--- src/rtl/core/varm_pkg.sv ---
`default_nettype none
package varm_pkg;

  localparam int COMPONENT_WIDTH_DEF = 16;
  localparam int FRACTION_BITS_DEF   = 14;

  // internal fraction bits of the unit vectors and the angle terms
  localparam int G  = 30;
  // lane width of the normalizer, wide enough for a full 32-bit component
  localparam int VW = 32;
  // quotient bits of the normalizer divide (unit components stay within 2^G)
  localparam int QW = G + 1;
  // root bits of the square roots
  localparam int SW = 32;
  // width used for rounding products back to G fraction bits
  localparam int RNW = 72;

  localparam logic [1:0] REG_REFERENCE_X = 2'd0;
  localparam logic [1:0] REG_REFERENCE_Y = 2'd1;
  localparam logic [1:0] REG_REFERENCE_Z = 2'd2;

  typedef logic [2:0][VW-1:0] vec3_t;

  localparam logic signed [RNW-1:0] RND_HALF = RNW'(1) << (G - 1);

  // round to nearest, ties away from zero, dropping G fraction bits
  function automatic logic signed [RNW-1:0] rnd_g(input logic signed [RNW-1:0] v);
    logic signed [RNW-1:0] t;
    t = v + RND_HALF - {{(RNW-1){1'b0}}, v[RNW-1]};
    return t >>> G;
  endfunction

endpackage
`default_nettype wire

--- src/rtl/core/varm_isqrt.sv ---
`default_nettype none
module varm_isqrt #(
  parameter int RW  = varm_pkg::SW,
  parameter int SBW = 1
) (
  input  logic            clk,
  input  logic            rst,
  input  logic            in_valid,
  input  logic [2*RW-1:0] radicand,
  input  logic [SBW-1:0]  in_sb,
  output logic            out_valid,
  output logic [RW-1:0]   root,
  output logic [SBW-1:0]  out_sb
);

  logic            v   [RW+1];
  logic [2*RW-1:0] xs  [RW+1];
  logic [RW+1:0]   rem [RW+1];
  logic [RW-1:0]   rt  [RW+1];
  logic [SBW-1:0]  sb  [RW+1];

  assign v[0]   = in_valid;
  assign xs[0]  = radicand;
  assign rem[0] = '0;
  assign rt[0]  = '0;
  assign sb[0]  = in_sb;

  // one root bit per stage, two radicand bits consumed each time
  for (genvar k = 0; k < RW; k++) begin : g_stage
    logic [RW+3:0] rn;
    logic [RW+3:0] tr;
    logic [RW+3:0] rd;
    logic          ge;

    always_comb begin
      rn = {rem[k], xs[k][2*RW-1 -: 2]};
      tr = {2'b00, rt[k], 2'b01};
      rd = rn - tr;
      ge = rn >= tr;
    end

    always_ff @(posedge clk) begin
      if (rst) begin
        v[k+1] <= 1'b0;
      end else begin
        v[k+1] <= v[k];
      end
    end

    always_ff @(posedge clk) begin
      xs[k+1]  <= xs[k] << 2;
      rem[k+1] <= ge ? rd[RW+1:0] : rn[RW+1:0];
      rt[k+1]  <= {rt[k][RW-2:0], ge};
      sb[k+1]  <= sb[k];
    end
  end

  assign out_valid = v[RW];
  assign root      = rt[RW];
  assign out_sb    = sb[RW];

endmodule
`default_nettype wire

--- config.mk ---
export PLATFORM = sky130hd
export DESIGN_NAME = varm_isqrt
export DESIGN_NICKNAME = d
export VERILOG_FILES = /design/src/rtl/core/varm_pkg.sv /design/src/rtl/core/varm_isqrt.sv
export SDC_FILE = /design/constraint.sdc
export NUM_CORES = 2
export LEC_CHECK = 0
export BUFFER_PORTS_ARGS = -buffer_cell sky130_fd_sc_hd__buf_2
export CAP_MARGIN = 30
export CORE_UTILIZATION = 60
export CTS_CLUSTER_DIAMETER = 80
export DETAILED_ROUTE_END_ITERATION = 8
export PLACE_DENSITY = 0.76
export REMOVE_ABC_BUFFERS = 1
export SLEW_MARGIN = 20
export SYNTH_ARGS = -nofsm -noshare
export SYNTH_HDL_FRONTEND = slang
export SYNTH_SLANG_ARGS = --single-unit
--- constraint.sdc ---
create_clock -name clk -period 4 [get_ports clk]
set_clock_uncertainty 0.1 [all_clocks]
set_input_delay 0.4 -clock clk [delete_from_list [all_inputs] [get_ports clk]]
set_output_delay 0.4 -clock clk [all_outputs]
set_load 0.005 [all_outputs]
Yosys cells after proc, flatten, opt, wreduce, memory -nomap -nowiden
Index checks and enable logic that the tools add are counted.
Widths: inputs -> output; s select.

operators by class
  muxes and demuxes = 31
  magnitude comparators = 32
  add/sub/neg operators = 31

operators by type and width
  kind              number
  $mux 34           30
  $ge 36x10->1      1
  $ge 36x11->1      1
  $ge 36x12->1      1
  $ge 36x13->1      1
  $ge 36x14->1      1
  $ge 36x15->1      1
  $ge 36x16->1      1
  $ge 36x17->1      1
  $ge 36x18->1      1
  $ge 36x19->1      1
  $ge 36x20->1      1
  $ge 36x21->1      1
  $ge 36x22->1      1
  $ge 36x23->1      1
  $ge 36x24->1      1
  $ge 36x25->1      1
  $ge 36x26->1      1
  $ge 36x27->1      1
  $ge 36x28->1      1
  $ge 36x29->1      1
  $ge 36x3->1       1
  $ge 36x30->1      1
  $ge 36x31->1      1
  41 further kinds  41

word-level totals
  output and inout bits = 34
  bits of input ports = 68
  register bits after elaboration = 2607

Longest topological paths before layout
  word-level depth = 2
  gate-level depth with buffers = 14
  gate-level depth less buffers = 12

Worst setup path before layout
Ideal clock, no wire load.

  path type = register to register
  start point = register rt, in the netlist g_stage[28].tr[5]
  end point = register rem, in the netlist g_stage[29].rn[27]
  period minus slack after synthesis = 3.500 ns
  library setup time = 0.134 ns
  arrival time = 3.266 ns
  path slack = 0.500 ns
  stages on the path, launching flop included = 13
  path through = dfxtp_1 -> inv_1 -> ha_1 -> a21o_1 -> or3_1 -> or2_1 -> a311oi_1 -> o31a_1 -> o41ai_1 -> a311oi_1 -> inv_2 -> and4b_1 -> or4_1

between the ends
  cells in the longest elaborated chain, start to end = 2
  elaborated cells between the ends (all ways) = 3
  those cells by class = add/sub: 1; order compare: 1; mux: 1

RTL lines
  item                              RTL line          source
  start: declaration                varm_isqrt.sv:19  logic [RW-1:0] rt [RW+1];
  start signal: indexed assignment  varm_isqrt.sv:53  rt[k+1] <= {rt[k][RW-2:0], ge};
  $ge 36x30->1                      varm_isqrt.sv:39  ge = rn >= tr;
  via g_stage[28].ge                varm_isqrt.sv:33  logic ge;
  $mux 34                           varm_isqrt.sv:52  rem[k+1] <= ge ? rd[RW+1:0] : rn[RW+1:0];
  end signal: indexed assignment    varm_isqrt.sv:52
  end: declaration                  varm_isqrt.sv:18  logic [RW+1:0] rem [RW+1];

The timed path passes the listed nets, and every way through them passes these cells.
A chain may end at the register's enable or synchronous reset.

Worst setup path after layout
  start point = register rem, in the netlist g_stage[5].rn[22]
  end point = register rem, in the netlist g_stage[6].rn[27]

between the ends
  cells in the longest elaborated chain, start to end = 2
  elaborated cells between the ends (all ways) = 3
  those cells by class = add/sub: 1; order compare: 1; mux: 1

RTL lines
  item                                                 RTL line
  $sub 34x7->34 / $ge 36x7->1 (equally long branches)  varm_isqrt.sv:38, varm_isqrt.sv:39
  $mux 34 *                                            varm_isqrt.sv:52

Mark *: on every way between the ends. The rest lies on a longest branch, timed or not.

==> results.py <==
metrics = {
    "clocking": {
        "clk_latency_ps": 880,
        "cts_max_level": 4,
        "cts-root-buf": "clkbuf_16",
        "cts_tree": "done",
        "clk_pin_slew_ps": 60,
        "cts_made_buffers": 235,
        "post-cts-setup-buffers": 0,
        "cts_max_path_buffers": 3,
        "clock-sinks": 2587,
    },
    "min_path": {
        "hp-class": "primary input to flip-flop",
        "holdPathStages": 2,
    },
    "placement": {
        "post-dp-hpwl_mm": 141,
        "dp_cells": 11242,
        "io_buffers": 101,
        "gp_congestion": 0.934,
        "dp_slack_ps": 310,
    },
    "power_and_ir_drop": {
        "ir_worst_vdd_mv": 0.508,
        "p_per_area_mw_per_mm2": 629,
        "p_leak_nw": 49.6,
    },
    "floorplanning": {
        "die_x_um": 397,
        "die_h_um": 397,
        "fp.coreArea_mm2": 0.155,
        "start_util": 0.607,
        "pin_count": 102,
        "num_rows": 144,
        "die_area_mm2": 0.158,
    },
    "timing": {
        "final-setup-viol-count": 0,
        "timing_hold_violations_final": 0,
        "fin_ws_ps": 238,
        "fmax_ghz": 0.266,
        "max-slew-margin-rel": 0.356,
        "period_share": 0.941,
        "rsz0062_at_grt": "false",
        "fin_crit_ps": 3760,
        "tightest_slew_ps": 958,
        "slew_viol_final": 0,
    },
    "setup_path": {
        "cp_data_required_time_ps": 4630,
        "cp_num_buf_inv": 0,
        "critPathMaxFanout": 6,
        "arrival_ps": 4390,
        "r2r_cells": 9,
        "start_kind": "flip-flop",
        "crit_type": "flip-flop to flip-flop",
        "path_cells": "or4_4, or4_1, or3_1, or4_4, nor4_2, or4b_1, nand4b_4, nor3_1, xor2_1",
        "critPathMaxStageDelay_ps": 610,
        "cpMostUsedCell": "or4_4",
        "crit_cells": 9,
        "cp_top_family": "simple AND/OR/NAND/NOR gates",
        "slowest_stage": "or4b_1",
        "crit_path_end_kind": "flip-flop",
    },
    "synth": {
        "yosysWarnings": 0,
        "synth_top_cell_area_share": 0.552,
        "synth_top_area_cell": "dfxtp_1",
        "async_flop_share": 0,
        "yosys.cell_count.top_type": "dfxtp_1",
        "ys_seq_elements": 2587,
        "ys_types": 88,
        "seq_area_frac_synth": 0.552,
        "ys_top_cells_by_count": "dfxtp_1, inv_1, a21oi_1",
        "avgSynthCellArea_um2": 10.2,
        "ys_top_cells_by_area": "dfxtp_1, ha_1, xor2_1",
        "syn_area_mm2": 0.0938,
        "synthFlopType": "dfxtp_1",
        "syn_inst": 9218,
        "synth-edff-count": 0,
    },
    "route": {
        "vias_per_cell": 5.43,
        "drt_iter0_markers": 3728,
        "vias": 64012,
        "postRouteAntennaNets": 0,
        "route.detailed.drc": 0,
        "wirelength_mm": 192,
        "drt_first_pass_iters": 7,
        "wl_per_cell_um": 16.3,
    },
    "cells_and_area": {
        "regArea_mm2": 0.0518,
        "multi_input_area_mm2": 0.0387,
        "fillers": 11604,
        "stdcell_count": 11792,
        "fin_nets": 10165,
        "fin_util": 0.688,
        "drive_gt1_frac": 0.0766,
        "area_delta_synth_final_pct": 13.4,
    },
    "global_routing": {
        "grt_pass1_wl_mm": 313,
        "grt_remaining_overflow": 0,
        "track_usage": 0.240,
        "antenna_found_initial": 4,
        "grt_start_max_net_pins": 47,
        "first_global_vias": 63516,
    },
    "flow_run": {
        "maxCapViolations": 0,
    },
    "status": {
        "status": "completed",
    },
}
through the flow:
step	hold WS, ps	TNS (ps)	area, µm²	power [mW]
2_1_floorplan	210	-139260	93100	40.3
3_3_place_gp	209	0	96800	43.2
3_5_place_dp	212	0	96800	43.5
4_1_cts	0.638	0	106000	67.4
5_1_grt	25.9	0	106000	70.2
6_report	74.9	0	106000	66.9
cell usage in the layout (no fill, tap or decap), types with 101 or more instances in the layout:
cell	count
xor2_1	442
dfxtp_1	2587
o21ai_0	459
nor2_1	575
nor2b_1	117
nor3_1	206
buf_2	101
a21oi_1	637
nand2_1	610
clkbuf_16	235
a21o_1	191
ha_1	562
nand2b_1	128
xnor2_1	404
nor4_1	130
inv_1	713
nand3_1	134
power by group:
part / switching, mW / internal (mW)
sequential: 3.08 / 29.9
combinational: 5.61 / 4.65
clock: 9.96 / 13.8
total: 18.6 / 48.3
per-layer routing:
metal | routed length, µm | track usage | vias to the layer above
li1 | - | - | 32109
met1 | 80800 | 0.284 | 29871
met2 | 95900 | 0.435 | 1549
met3 | 7940 | 0.0342 | 481
met4 | 7450 | 0.0985 | 2
met5 | 18 | 0 | -
layout make-up:
cell class / instances / share of cell area
Antenna cell: 4 / 0.0000941
Clock buffer: 294 / 0.0607
Clock inverter: 152 / 0.0196
Inverter: 720 / 0.0254
Multi-Input combinational cell: 5727 / 0.364
Sequential cell: 2587 / 0.487
Tap cell: 2044 / 0.0240
Timing Repair Buffer: 264 / 0.0193
sequential cells by signal, indices dropped and copies added (netlist names):
name / count
out_valid: 1
root: 32
out_sb: 1
sb: 31
g_stage.tr: 496
g_stage.rn: 1065
v: 31
xs: 930
repair_timing:
item                      CTS  global route
gates resized for setup     0             0
hold buffers              100             0
hold endpoints to repair   98             0
logic make-up (layout without fill, tap and decap cells):
logic type      after synthesis  count (layout)  share of synthesized area
compound gates             1858            1858                      0.122
flops                      2587            2587                      0.552
xor+xnor                    846             846                     0.0790
simple gates               2380            2380                      0.126
mux                          80              80                    0.00946
buf+inv                     904            1430                     0.0363
fa+ha+maj                   562             562                     0.0750
other cells                   1               5                  0.0000400
final timing paths:
kind,end,slack [ps],start
worst max register to register,g_stage[6].rn[27],240,g_stage[5].rn[22]
worst max-delay path,g_stage[6].rn[27],240,g_stage[5].rn[22]
worst min register to register,xs[699],170,xs[761]
worst min-delay path,xs[2045],70,radicand[59]
(Power assumes the default switching activity.)
